--- src/rtl/assert_macros.svh ---
// ---------------------------------------------------------------------------
// Assertion macros
// Concurrent assertion helpers clocked on clk and disabled during reset.
// ---------------------------------------------------------------------------
`ifndef ASSERT_MACROS_SVH
`define ASSERT_MACROS_SVH

`ifndef NO_ASSERTIONS

// The consequent must hold in the cycle after the antecedent.
`define ASSERT_NEXT(label, ante, cons) \
    label: assert property (@(posedge clk) disable iff (!rst_n) (ante) |=> (cons)) \
        else $error("assertion failed: next-cycle property");

// The expression must never be true.
`define ASSERT_NEVER(label, expr) \
    label: assert property (@(posedge clk) disable iff (!rst_n) !(expr)) \
        else $error("assertion failed: forbidden condition");

`else

`define ASSERT_NEXT(label, ante, cons)
`define ASSERT_NEVER(label, expr)

`endif

`endif

--- src/rtl/brb_pkg.sv ---
// ---------------------------------------------------------------------------
// Byte ring buffer package
// Field widths, function codes and shared types of the byte ring buffer.
// ---------------------------------------------------------------------------
`timescale 1ns / 1ps
`default_nettype none

package brb_pkg;

    localparam int CAP_W  = 11;
    localparam int LEN_W  = 7;
    localparam int DATA_W = 8;

    localparam int DEFAULT_DEPTH    = 1024;
    localparam int DEFAULT_MAX_READ = 64;

    localparam logic [CAP_W-1:0] COUNT_MAX = 11'd2047;

    localparam logic FUNC_WRITE = 1'b0;
    localparam logic FUNC_READ  = 1'b1;

    // Access request to the byte store.
    typedef struct packed {
        logic we;
        logic re;
    } mem_ctrl_t;

    // Result fields apart from the byte itself, which comes from the store.
    typedef struct packed {
        logic             strobe;
        logic             data_valid;
        logic             accepted;
        logic [CAP_W-1:0] moved_count;
        logic             last;
        logic [CAP_W-1:0] space_left;
        logic             empty_res;
    } result_t;

endpackage

`default_nettype wire

--- src/rtl/brb_ctrl.sv ---
// ---------------------------------------------------------------------------
// Byte ring buffer control
// Pointers, wrap flag, write call count and the read sequencer.
// ---------------------------------------------------------------------------
`timescale 1ns / 1ps
`default_nettype none

module brb_ctrl #(
    parameter int DEPTH    = brb_pkg::DEFAULT_DEPTH,
    parameter int MAX_READ = brb_pkg::DEFAULT_MAX_READ
) (
    input  wire logic                          clk,
    input  wire logic                          rst_n,
    input  wire logic                          start,
    output logic                               busy,
    input  wire logic                          func,
    input  wire logic [brb_pkg::DATA_W-1:0]    data_in,
    input  wire logic                          end_of_write,
    input  wire logic [brb_pkg::LEN_W-1:0]     read_length,
    input  wire logic                          cfg_clear,
    input  wire logic [brb_pkg::CAP_W-1:0]     cap,
    output brb_pkg::mem_ctrl_t                 mem_ctrl,
    output logic      [$clog2(DEPTH)-1:0]      mem_addr,
    output logic      [brb_pkg::DATA_W-1:0]    mem_wdata,
    output brb_pkg::result_t                   res
);
    import brb_pkg::*;

    localparam int PTR_W = $clog2(DEPTH);
    localparam int XW    = ((PTR_W > CAP_W) ? PTR_W : CAP_W) + 1;
    localparam int CNT_W = $clog2(MAX_READ + 1);

    typedef enum logic [1:0] {
        ST_IDLE = 2'b01,
        ST_READ = 2'b10
    } state_t;

    state_t            state_reg, state_next;
    logic [PTR_W-1:0]  rp_reg, rp_next;
    logic [PTR_W-1:0]  wp_reg, wp_next;
    logic              wrap_reg, wrap_next;
    logic [CAP_W-1:0]  call_reg, call_next;
    logic [CNT_W-1:0]  k_reg, k_next;
    logic [CNT_W-1:0]  n_reg, n_next;
    logic [CAP_W-1:0]  fin_free_reg, fin_free_next;
    logic              fin_empty_reg, fin_empty_next;
    result_t           res_reg, res_next;

    logic [XW-1:0]     cap_x, rp_x, wp_x, free_x, held_x;
    logic [XW-1:0]     rp_inc_x, wp_inc_x, wr_free_x, rd_free_x;
    logic              is_empty, accept, wr_acc, rd_acc, can_store, issue, reading;
    logic [LEN_W-1:0]  len_cut;
    logic [CNT_W-1:0]  n_comb, cur_k, cur_n, k_inc;
    logic [CAP_W-1:0]  call_after;
    logic              rd_fin_empty;

    always_comb
    begin
        cap_x  = XW'(cap);
        rp_x   = XW'(rp_reg);
        wp_x   = XW'(wp_reg);
        free_x = wrap_reg ? (rp_x - wp_x) : (cap_x - wp_x + rp_x);
        held_x = cap_x - free_x;
        is_empty = (rp_reg == wp_reg) && !wrap_reg;

        reading = (state_reg == ST_READ);
        accept  = start && !reading;
        wr_acc  = accept && (func == FUNC_WRITE);
        rd_acc  = accept && (func == FUNC_READ);
        can_store = (free_x != '0);

        // Clamp the request to the maximum, then to the bytes held.
        len_cut = (read_length > LEN_W'(MAX_READ)) ? LEN_W'(MAX_READ) : read_length;
        if (XW'(len_cut) > held_x)
        begin
            n_comb = held_x[CNT_W-1:0];
        end
        else
        begin
            n_comb = len_cut[CNT_W-1:0];
        end
        rd_free_x    = free_x + XW'(n_comb);
        rd_fin_empty = (held_x == XW'(n_comb));
        wr_free_x    = free_x - XW'(can_store);

        // The first byte of a read is fetched in the cycle the request is taken.
        issue = (rd_acc && (n_comb != '0)) || reading;
        cur_k = reading ? k_reg : '0;
        cur_n = reading ? n_reg : n_comb;
        k_inc = cur_k + CNT_W'(1);

        rp_inc_x = rp_x + XW'(1);
        wp_inc_x = wp_x + XW'(1);

        if (can_store && (call_reg != COUNT_MAX))
        begin
            call_after = call_reg + CAP_W'(1);
        end
        else
        begin
            call_after = call_reg;
        end
    end

    always_comb
    begin
        state_next     = state_reg;
        rp_next        = rp_reg;
        wp_next        = wp_reg;
        wrap_next      = wrap_reg;
        call_next      = call_reg;
        k_next         = k_reg;
        n_next         = n_reg;
        fin_free_next  = fin_free_reg;
        fin_empty_next = fin_empty_reg;
        res_next       = '0;

        if (wr_acc)
        begin
            if (can_store)
            begin
                if (wp_inc_x >= cap_x)
                begin
                    wp_next   = '0;
                    wrap_next = 1'b1;
                end
                else
                begin
                    wp_next = wp_inc_x[PTR_W-1:0];
                end
            end
            call_next            = end_of_write ? '0 : call_after;
            res_next.strobe      = 1'b1;
            res_next.accepted    = can_store;
            res_next.moved_count = call_after;
            res_next.last        = end_of_write;
            res_next.space_left  = wr_free_x[CAP_W-1:0];
            res_next.empty_res   = is_empty && !can_store;
        end

        if (rd_acc && (n_comb == '0))
        begin
            res_next.strobe     = 1'b1;
            res_next.last       = 1'b1;
            res_next.space_left = free_x[CAP_W-1:0];
            res_next.empty_res  = is_empty;
        end

        if (rd_acc)
        begin
            n_next         = n_comb;
            fin_free_next  = rd_free_x[CAP_W-1:0];
            fin_empty_next = rd_fin_empty;
        end

        if (issue)
        begin
            if (rp_inc_x >= cap_x)
            begin
                rp_next   = '0;
                wrap_next = 1'b0;
            end
            else
            begin
                rp_next = rp_inc_x[PTR_W-1:0];
            end
            k_next     = k_inc;
            state_next = (k_inc == cur_n) ? ST_IDLE : ST_READ;
            res_next.strobe      = 1'b1;
            res_next.data_valid  = 1'b1;
            res_next.moved_count = CAP_W'(k_inc);
            res_next.last        = (k_inc == cur_n);
            res_next.space_left  = reading ? fin_free_reg : rd_free_x[CAP_W-1:0];
            res_next.empty_res   = reading ? fin_empty_reg : rd_fin_empty;
        end

        if (cfg_clear)
        begin
            rp_next   = '0;
            wp_next   = '0;
            wrap_next = 1'b0;
            call_next = '0;
        end
    end

    always_ff @(posedge clk or negedge rst_n)
    begin
        if (!rst_n)
        begin
            state_reg <= ST_IDLE;
            rp_reg    <= '0;
            wp_reg    <= '0;
            wrap_reg  <= 1'b0;
            call_reg  <= '0;
            k_reg     <= '0;
            n_reg     <= '0;
            res_reg   <= '0;
        end
        else
        begin
            state_reg <= state_next;
            rp_reg    <= rp_next;
            wp_reg    <= wp_next;
            wrap_reg  <= wrap_next;
            call_reg  <= call_next;
            k_reg     <= k_next;
            n_reg     <= n_next;
            res_reg   <= res_next;
        end
    end

    always_ff @(posedge clk)
    begin
        fin_free_reg  <= fin_free_next;
        fin_empty_reg <= fin_empty_next;
    end

    always_comb
    begin
        mem_ctrl.we = wr_acc && can_store;
        mem_ctrl.re = issue;
        mem_addr    = mem_ctrl.we ? wp_reg : rp_reg;
        mem_wdata   = data_in;
    end

    assign busy = reading;
    assign res  = res_reg;

endmodule

`default_nettype wire

--- config.mk ---
export PLATFORM = sky130hd
export DESIGN_NAME = brb_ctrl
export DESIGN_NICKNAME = d
export VERILOG_FILES = /design/src/rtl/assert_macros.svh /design/src/rtl/brb_pkg.sv /design/src/rtl/brb_ctrl.sv
export SDC_FILE = /design/constraint.sdc
export NUM_CORES = 1
export LEC_CHECK = 0
export ABC_AREA = 1
export BUFFER_PORTS_ARGS = -buffer_cell sky130_fd_sc_hd__buf_2
export CORE_AREA = 2 2 158 160
export CTS_CLUSTER_SIZE = 24
export DETAILED_ROUTE_END_ITERATION = 10
export DIE_AREA = 0 0 160 162
export PLACE_DENSITY = 0.5
export SETUP_SLACK_MARGIN = 0.05
export SYNTH_ARGS = -nofsm -noshare
export SYNTH_HDL_FRONTEND = slang
export SYNTH_SLANG_ARGS = --single-unit
--- constraint.sdc ---
create_clock -name clk -period 14.5 [get_ports clk]
set_input_delay 1.45 -clock clk [delete_from_list [all_inputs] [get_ports clk]]
set_output_delay 1.45 -clock clk [all_outputs]
set_load 0.05 [all_outputs]
==> metrics.yaml, run 1 <==
post_route_cells_drive_above_1_share_pct: 13.8
worst_setup_slack_before_clock_tree_synthesis_ns: 5.86
power-per-cell-area_nw_per_um2: 162
finalCoreUtilization_pct: 38.2
finalMaxSlewViolations: 0
tritoncts: "yes"
seq_area_frac_synth_pct: 26.8
dieWidth_um: 160
synth.area.mux_share_pct: 0
globalRouteOverflowTotal: 0
layout_worst_path_cycle_share_pct: 58.9
synth_largest_area_cell: "sky130_fd_sc_hd__dfrtp_1"
hpwlAfterDp_um: 19800
synth-simple-area-share_pct: 30.3
setup-violations-final: 0
cts-buffers-inserted: 9
clk_pin_slew_worst_paths_ns: 0.07
yosysWarningCount: 0
largest_register_ffs: 27
setup.worst_path.class: "input port to output pin"
avgSynthCellArea_sq_um: 7.41
detailedRoute.firstIterationViolations: 387
timing.hold.ws_ns: 0.482
setup.worst_path.start_class: "input port"
floorplan.initialDensity_pct: 34.7
overall_track_demand_over_capacity_in_global_routing_pct: 19.3
cts_resized: 0
finalNonFillerCells: 1501
drc: 0
critPathRequiredTime_ns: 13.05
detail_route.wl_per_cell_um: 16.4
placed_cells: 1485
critical_path_arrival_ns: 7.09
timing.slew.headroom_pct: 24.1
die_y_um: 162
numClockSinks: 87
syn-num-nets: 1247
cp_slowest_stage_delay_ns: 0.54
crit_slowest_cell: "sky130_fd_sc_hd__fa_1"
drv_cap: 0
final_period_minus_worst_setup_slack_ns: 8.54
placement_rows: 57
final.setup.tns_ns: 0
yosysUniqueCellTypes: 57
fmax_mhz: 117
grt_max_degree: 76
antenna_violating_nets_remaining: 0
diodes: 0
clock_path_buffers: 2
final_hold_viol_count: 0
placer_congestion_estimate: 0.893
finalWirelength_um: 24600
synth.ff_latch_count: 87
first_global_vias: 7235
final_critical_path_setup_slack_ns: 5.96
buffer_ports.inserted: 63
outcome: "finished, final reports clean"
clock_tree.htree_level_count: 3
crit_fanout: 25
fraction_of_the_mapped_netlist_area_in_compound_gates_pct: 12.2
design.core.area_sq_um: 24100
largest_family_of_logic_cells_by_synthesized_area: "simple AND/OR/NAND/NOR gates"
fin_skew_ns: 0.0100
via_count: 7448
ioPinCount: 80
fillers: 2658
yosys-top-cells-area: "sky130_fd_sc_hd__dfrtp_1 (22%), sky130_fd_sc_hd__ha_1 (11%), sky130_fd_sc_hd__nand2_1 (11%)"
clk-insertion-delay-late_ns: 0.35
area_growth_syn_to_layout_pct: 10.2
grt_first_pass_wirelength_um: 39100
hold_class: "register to register"
vias_per_cell: 4.96
timing.critical_path.to_type: "output pin"
nNetsFinal: 1290
synth.cell_area_sq_um: 8360
design.die.area_sq_um: 25900
synth-xor-area-share_pct: 5.64
worstMarginPinSlew_ns: 1.14
cts-root-buf: "sky130_fd_sc_hd__clkbuf_16"
rsz0062_at_grt: "false"
synthesis.instances: 1129
lkg_pwr_nw: 4.81
crit_path_frequent_cell: "sky130_fd_sc_hd__nand2_1"
cts_post_setup_buffers_inserted: 0
antenna_found_initial: 0
drt-pass1-iter-count: 5
synth_largest_type_area_fraction_pct: 22.1
synth_adder_area_share_pct: 14.0
vdd_drop_max_mv: 0.0917
cts_hold_buf: 0
[stage by stage]
stage          cell area (sq um)  power (mW)
3_3_place_gp                8920        1.26
5_1_grt                     9220        1.62
6_report                    9220        1.50
2_1_floorplan               8360        1.05
4_1_cts                     9220        1.51
3_5_place_dp                8920        1.26
[worst paths after layout]
check                        startpoint      endpoint  slack (ns)  cells past startpoint
setup / recovery                 cap[2]   mem_ctrl[0]        5.96                     31
hold / removal             state_reg[0]  state_reg[0]        0.48                      2
setup reg to reg              rp_reg[0]       res[11]        6.78                     37
hold reg to reg            state_reg[0]  state_reg[0]        0.48                      2
max in group asynchronous         rst_n     rp_reg[1]       12.62                      1
min in group asynchronous         rst_n       res[22]        1.26                      1
[cells in the final DEF (no fill, tap or decap), types with 6 or more instances in the layout]
master                      instances
sky130_fd_sc_hd__clkbuf_16          9
sky130_fd_sc_hd__nand2_2           13
sky130_fd_sc_hd__nand3_2           17
sky130_fd_sc_hd__fa_1              13
sky130_fd_sc_hd__o21ai_0           59
sky130_fd_sc_hd__buf_4              6
sky130_fd_sc_hd__nand4_1           35
sky130_fd_sc_hd__o21ai_2           16
sky130_fd_sc_hd__xnor2_1           10
sky130_fd_sc_hd__xor2_1            42
sky130_fd_sc_hd__a21oi_1           44
sky130_fd_sc_hd__nor3_1            10
sky130_fd_sc_hd__inv_1            183
sky130_fd_sc_hd__nor4_1             8
sky130_fd_sc_hd__dfrtp_1           74
sky130_fd_sc_hd__ha_1              73
sky130_fd_sc_hd__buf_2             62
sky130_fd_sc_hd__nor2_1            69
sky130_fd_sc_hd__edfxtp_1          12
sky130_fd_sc_hd__nand3_1          100
sky130_fd_sc_hd__nand2_1          234
[layout make-up]
type,instances,area (sq um),area share (%)
clock buffer,9,225,2.44
clock inverter,7,68.8,0.747
timing repair buffer,68,355,3.86
sequential,87,2240,24.3
multi-input combinational,818,5220,56.6
tap,324,405,4.40
inverter,188,706,7.66
[worst max-delay path: cells and delay by family]
family,cells,cell delay (ns)
adders and majority gates,4,1.39
xor gates and xnor gates,1,0.29
AOI/OAI and AO/OA,6,1.16
buffers and inverters,6,0.84
and+or+nand+nor,14,1.92
[per-layer routing]
metal | global-route usage, % | wire [um] | part of all wire, % | up-vias
met4 | 4.87 | 393 | 1.6 | 0
met3 | 2.53 | 856 | 3.5 | 22
met2 | 32.5 | 11700 | 48 | 158
li1 | - | - | - | 3796
met1 | 26.2 | 11700 | 47 | 3472
met5 | 0 | 0 | 0 | -
[cells in the mapped netlist, drive strengths merged]
library cell  count
o22ai             1
a31oi             3
fa               13
o2111ai           5
a211oi            3
inv             185
o31ai             2
clkbuf           17
xnor2            11
dfstp             1
nor3             11
nand4            36
nand3           121
a22o              1
buf              19
o22a              4
nor2             77
a21o              4
and2              1
edfxtp           12
xor2             42
a21oi            47
o21ai            79
dfrtp            74
a221oi            3
ha               73
nor3b             2
o211ai            3
clkinv            3
nand3b            3
or3               2
o21a              3
or2               4
nor4              8
o21bai            4
a32oi             1
nand2           251
[logic make-up (layout without fill, tap and decap cells)]
kind of cell | count (synthesis) | in the layout
buffers and inverters | 224 | 272
adder cells (fa/ha/maj) | 86 | 86
AO/OA/AOI/OAI | 163 | 163
AND/OR/NAND/NOR | 516 | 516
XOR/XNOR | 53 | 53
flip-flops | 87 | 87
[where the power goes]
| part | switching (mW) | leakage [nW] | internal (mW) |
|---|---|---|---|
| clock | 0.118 | 0.146 | 0.121 |
| sequential | 0.0222 | 1.09 | 0.308 |
| combinational | 0.647 | 3.57 | 0.279 |
| total | 0.787 | 4.81 | 0.709 |
Note: power is estimated with default switching activity, not from simulation.
==> run 2, diff against run 1 <==
- clock period: 14.5 -> 8.7 ns (I/O delays scaled with it)
==> run 2 against run 1 <==
Final cell count about the same. Cell area up 0.19%. Combinational power increased by 66%. First-iteration DRC count decreased by 6.7%. Hold slack worse by 0.019 ns. Wire length down 0.33%. Critical path type unchanged. Highest routed layer unchanged.
==> metrics.yaml, run 2 (synthesis results as in run 1) <==
buffer_ports.inserted: 63  # unchanged
via_count: 7502  # +0.73%
clk_pin_slew_worst_paths_ns: 0.07  # about the same
worst-r2r-setup-slack_ns: 1.23  # -5.55 ns
final_period_minus_worst_setup_slack_ns: 7.62
antenna_violating_nets_remaining: 0  # unchanged
finalMaxSlewViolations: 0  # unchanged
grt_first_pass_wirelength_um: 39100  # about the same
crit_fanout: 25  # unchanged
overall_track_demand_over_capacity_in_global_routing_pct: 19.2  # -0.063 points
timing.critical_path.to_type: "output pin"
placement_rows: 57  # unchanged
vias_per_cell: 4.99  # +0.66%
timing.rr.start: "rp_reg[0]"
first_global_vias: 7121  # -1.6%
drv_cap: 0  # unchanged
lkg_pwr_nw: 4.82  # +0.14%
grt_max_degree: 44  # -42%
finalWirelength_um: 24500  # -0.33%
nNetsFinal: 1291  # +0.078%
post_route_cells_drive_above_1_share_pct: 13.9  # +0.073 points
timing.slew.headroom_pct: 34.5  # +10 points
diodes: 0  # unchanged
die_y_um: 162  # unchanged
design.core.area_sq_um: 24100  # unchanged
final_cell_mix: "sky130_fd_sc_hd__nand2_1 (234), sky130_fd_sc_hd__inv_1 (183), sky130_fd_sc_hd__nand3_1 (100)"
fin_skew_ns: 0.0147  # +0.00468 ns
hold_class: "input port to asynchronous set/reset pin"
final_hold_viol_count: 0  # unchanged
global_route.usage.met1_pct: 26.7  # +0.48 points
setup.worst_path.start_class: "input port"
worst_setup_slack_before_clock_tree_synthesis_ns: 0.898  # -4.96 ns
numClockSinks: 87  # unchanged
layout_worst_path_cycle_share_pct: 87.6
cts-root-buf: "sky130_fd_sc_hd__clkbuf_16"
tritoncts: "yes"
grt_use_met2_pct: 32.0  # -0.49 points
hpwlAfterDp_um: 19600  # -0.88%
final.setup.tns_ns: 0  # unchanged
crit_slowest_cell: "sky130_fd_sc_hd__o21ai_0"
ioPinCount: 80  # unchanged
worstMarginPinSlew_ns: 0.977  # -0.161 ns
cp-startpoint: "cap[1]"
setup.worst_path.class: "input port to output pin"
floorplan.initialDensity_pct: 34.7  # unchanged
cts_hold_buf: 0  # unchanged
fmax_mhz: 131
area_growth_syn_to_layout_pct: 10.4
drc: 0  # unchanged
critical_path_arrival_ns: 6.75  # -0.34 ns
detail_route.wl_per_cell_um: 16.3  # -0.40%
cts-buffers-inserted: 9  # unchanged
cts_resized: 0  # unchanged
antenna_found_initial: 0  # unchanged
power-per-cell-area_nw_per_um2: 270  # +66%
largest_register_ffs: 27  # unchanged
drt-pass1-iter-count: 5  # unchanged
design.die.area_sq_um: 25900  # unchanged
clk-insertion-delay-late_ns: 0.35  # about the same
globalRouteOverflowTotal: 0  # unchanged
critPathRequiredTime_ns: 7.83  # -5.22 ns
grt.busiest_layer: "met2"
placer_congestion_estimate: 0.913  # +2.1%
detailedRoute.firstIterationViolations: 361  # -6.7%
vdd_drop_max_mv: 0.147  # +60%
final_critical_path_setup_slack_ns: 1.08  # -4.88 ns
dieWidth_um: 160  # unchanged
clock_path_buffers: 2  # unchanged
finalNonFillerCells: 1502  # +0.067%
met3_use_gr_pct: 2.68  # +0.15 points
commonest_non_fill_non_tap_cell_in_the_layout: "sky130_fd_sc_hd__nand2_1"
rsz0062_at_grt: "false"
cts_post_setup_buffers_inserted: 0  # unchanged
setup-violations-final: 0  # unchanged
clock_tree.htree_level_count: 3  # unchanged
outcome: "finished, final reports clean"
placed_cells: 1486  # +0.067%
cp_slowest_stage_delay_ns: 0.69  # +0.15 ns
## run 2: stage by stage
stage	utilization, %	hold slack [ns]	power [mW]	cell area, sq um
2_1_floorplan	-	0.433	1.75	8360
5_1_grt	38.3	0.507	2.70	9240
6_report	38.3	0.463	2.49	9240
3_3_place_gp	37.0	0.451	2.09	8930
3_5_place_dp	37.0	0.461	2.10	8930
4_1_cts	38.3	0.480	2.51	9240
## run 2: final timing paths
| kind | end | cells after the start |
|---|---|---|
| max | mem_ctrl[0] | 26 |
| min | res[22] | 1 |
| max reg2reg | res[11] | 37 |
| min reg2reg | res[0] | 2 |
| max in group asynchronous | state_reg[0] | 2 |
| min in group clk | res[0] | 2 |
## run 2: layer usage
metal	share of wire [%]	vias up
met5	0	-
met4	1.3	0
met3	4.3	17
met2	46	163
met1	48	3511
li1	-	3811
## run 2: area by class of cell
class / instances / area [sq um]
clock buffers: 9 / 225
flip-flops and latches: 87 / 2240
clock inverters: 7 / 78.8
repair buffers: 69 / 363
well taps: 324 / 405
inverters: 188 / 706
multi-input cells: 818 / 5220
fillers: 2603 / 14900
## run 2: worst max-delay path: cells and delay by family
family                     cells  cell delay (ns)
xor gates and xnor gates       1             0.27
buffers and inverters          4             0.84
AOI/OAI and AO/OA              7             1.77
adders and majority gates      4             1.63
and+or+nand+nor               10             1.34
## run 2: report_power, final
| part | switching (mW) | leakage, nW | internal, mW |
|---|---|---|---|
| registers | 0.0356 | 1.09 | 0.514 |
| logic | 1.08 | 3.58 | 0.460 |
| clock network | 0.199 | 0.148 | 0.204 |
| total | 1.31 | 4.82 | 1.18 |
==> run 3, diff against run 2 <==
- CELL_PAD_IN_SITES_DETAIL_PLACEMENT: unset -> 0
- CELL_PAD_IN_SITES_GLOBAL_PLACEMENT: unset -> 2
- PLACE_DENSITY: 0.5 -> 0.79
==> run 3 against run 2 <==
Cell area shrank 0.19%. Combinational power hardly changed. Fmax is 1.6% lower. Via count down 0.16%. Critical path type is now register to output pin. Largest cell class unchanged.
==> metrics.yaml, run 3 (synthesis results as in run 1) <==
fin_skew_ns: 0.0114  # -0.00332 ns
via_count: 7490  # -0.16%
critical_path_arrival_ns: 6.87  # +0.12 ns
fmax_mhz: 129  # -1.6%
clk-insertion-delay-late_ns: 0.36  # about the same
antenna_violating_nets_remaining: 0  # unchanged
cts_post_setup_buffers_inserted: 0  # unchanged
critPathRequiredTime_ns: 7.83  # about the same
cts_resized: 0  # unchanged
placer_congestion_estimate: 0.831  # -8.9%
cts-buffers-inserted: 9  # unchanged
cts_hold_buf: 0  # unchanged
clock_tree.htree_level_count: 3  # unchanged
rsz0062_at_grt: "false"
detailedRoute.firstIterationViolations: 428  # +19%
clk_pin_slew_worst_paths_ns: 0.08  # about the same
finalMaxSlewViolations: 0  # unchanged
tritoncts: "yes"
cp_slowest_stage_delay_ns: 0.69  # about the same
setup.worst_path.class: "register to output pin"
grt_first_pass_wirelength_um: 41800  # +6.8%
commonest_non_fill_non_tap_cell_in_the_layout: "sky130_fd_sc_hd__nand2_1"
buffer_ports.inserted: 63  # unchanged
globalRouteOverflowTotal: 0  # unchanged
crit_buf_inv: 5  # +1
ioPinCount: 80  # unchanged
power.share.clock_pct: 15.6  # -0.6 points
ff2ff_path_depth: 37  # unchanged
power-per-cell-area_nw_per_um2: 271  # +0.45%
final.setup.tns_ns: 0  # unchanged
post_route_cells_drive_above_1_share_pct: 13.8  # -0.085 points
timing.slew.headroom_pct: 22.3  # -12 points
numClockSinks: 87  # unchanged
design.die.area_sq_um: 25900  # unchanged
crit_fanout: 25  # unchanged
hold_class: "input port to asynchronous set/reset pin"
antenna_found_initial: 0  # unchanged
critical_path_stages: 28  # +7.7%
die_y_um: 162  # unchanged
final_period_minus_worst_setup_slack_ns: 7.74  # +0.124 ns
diodes: 0  # unchanged
vdd_drop_max_mv: 0.149  # +1.2%
crit_slowest_cell: "sky130_fd_sc_hd__o21ai_0"
drc: 0  # unchanged
p_seq_share_pct: 22.1  # about the same
vias_per_cell: 4.99  # -0.16%
largest_register_ffs: 27  # unchanged
drv_cap: 0  # unchanged
overall_track_demand_over_capacity_in_global_routing_pct: 20.5  # +1.3 points
setup.worst_path.start_class: "register"
clock_path_buffers: 2  # unchanged
cts-root-buf: "sky130_fd_sc_hd__clkbuf_16"
first_global_vias: 7544  # +5.9%
setup-violations-final: 0  # unchanged
timing.critical_path.to_type: "output pin"
placement_rows: 57  # unchanged
nNetsFinal: 1291  # unchanged
pwr-share-comb_pct: 62.3  # +0.5 points
outcome: "finished, final reports clean"
dieWidth_um: 160  # unchanged
lkg_pwr_nw: 4.80  # -0.35%
worstMarginPinSlew_ns: 1.16  # +0.187 ns
worst_path_dominant_cell_family: "adder cells"
final_cell_mix: "sky130_fd_sc_hd__nand2_1 (234), sky130_fd_sc_hd__inv_1 (183), sky130_fd_sc_hd__nand3_1 (100)"
hpwlAfterDp_um: 20400  # +4.2%
area_growth_syn_to_layout_pct: 10.2
design.core.area_sq_um: 24100  # unchanged
grt_max_degree: 52  # +18%
power.switching_fraction_pct: 53.0  # +0.34 points
switchingPower_mw: 1.32  # +0.90%
drt-pass1-iter-count: 4  # -1
finalCoreUtilization_pct: 38.2  # -0.073 points
layout_worst_path_cycle_share_pct: 89.0  # +1.4 points
finalWirelength_um: 25400  # +3.6%
cell_internal_pwr_mw: 1.17  # -0.46%
final_hold_viol_count: 0  # unchanged
floorplan.initialDensity_pct: 34.7  # unchanged
detail_route.wl_per_cell_um: 16.9  # +3.6%
[run 3: stage by stage]
step | total power [mW] | worst slack (ns) | hold slack, ns | std cells | area (sq um)
final | 2.50 | 0.958 | 0.432 | 1502 | 9220
after CTS | 2.52 | 0.849 | 0.441 | 1502 | 9220
after global placement | 2.12 | 0.666 | 0.445 | 1486 | 8930
after floorplan | 1.75 | 2.03 | 0.433 | 1129 | 8360
after global routing | 2.72 | 0.273 | 0.461 | 1502 | 9220
after detailed placement | 2.11 | 0.672 | 0.455 | 1486 | 8930
[run 3: cell type report]
class                      instances  area (sq um)
tap                              324           405
clock inverter                     6          57.6
multi-input combinational        818          5220
inverter                         188           706
clock buffer                      10           229
timing repair buffer              69           363
sequential                        87          2240
fill                            2631         14900
[run 3: per-layer routing]
layer,routed length [um],GRT usage [%],vias to the layer above
li1,-,-,3802
met1,13700,31.5,3522
met2,10600,31.3,151
met3,844,1.61,15
met4,282,4.55,0
met5,0,0,-
[run 3: final timing paths]
| kind | from | end | slack, ns |
|---|---|---|---|
| setup reg to reg | rp_reg[0] | res[11] | 1.04 |
| min in group clk | fin_empty_reg | res[0] | 0.47 |
| hold reg to reg | fin_empty_reg | res[0] | 0.47 |
| setup / recovery | rp_reg[0] | mem_ctrl[0] | 0.96 |
| hold / removal | rst_n | rp_reg[9] | 0.43 |
| max in group asynchronous | rst_n | res[14] | 7.27 |
[run 3: power by group through the flow]
stage               Combinational (mW)  Clock, mW  Sequential (mW)
floorplan                         1.05          0            0.703
global placement                  1.56          0            0.558
detailed placement                1.55          0            0.560
CTS                               1.56      0.403            0.553
global route                      1.74      0.415            0.561
finish                            1.55      0.390            0.552
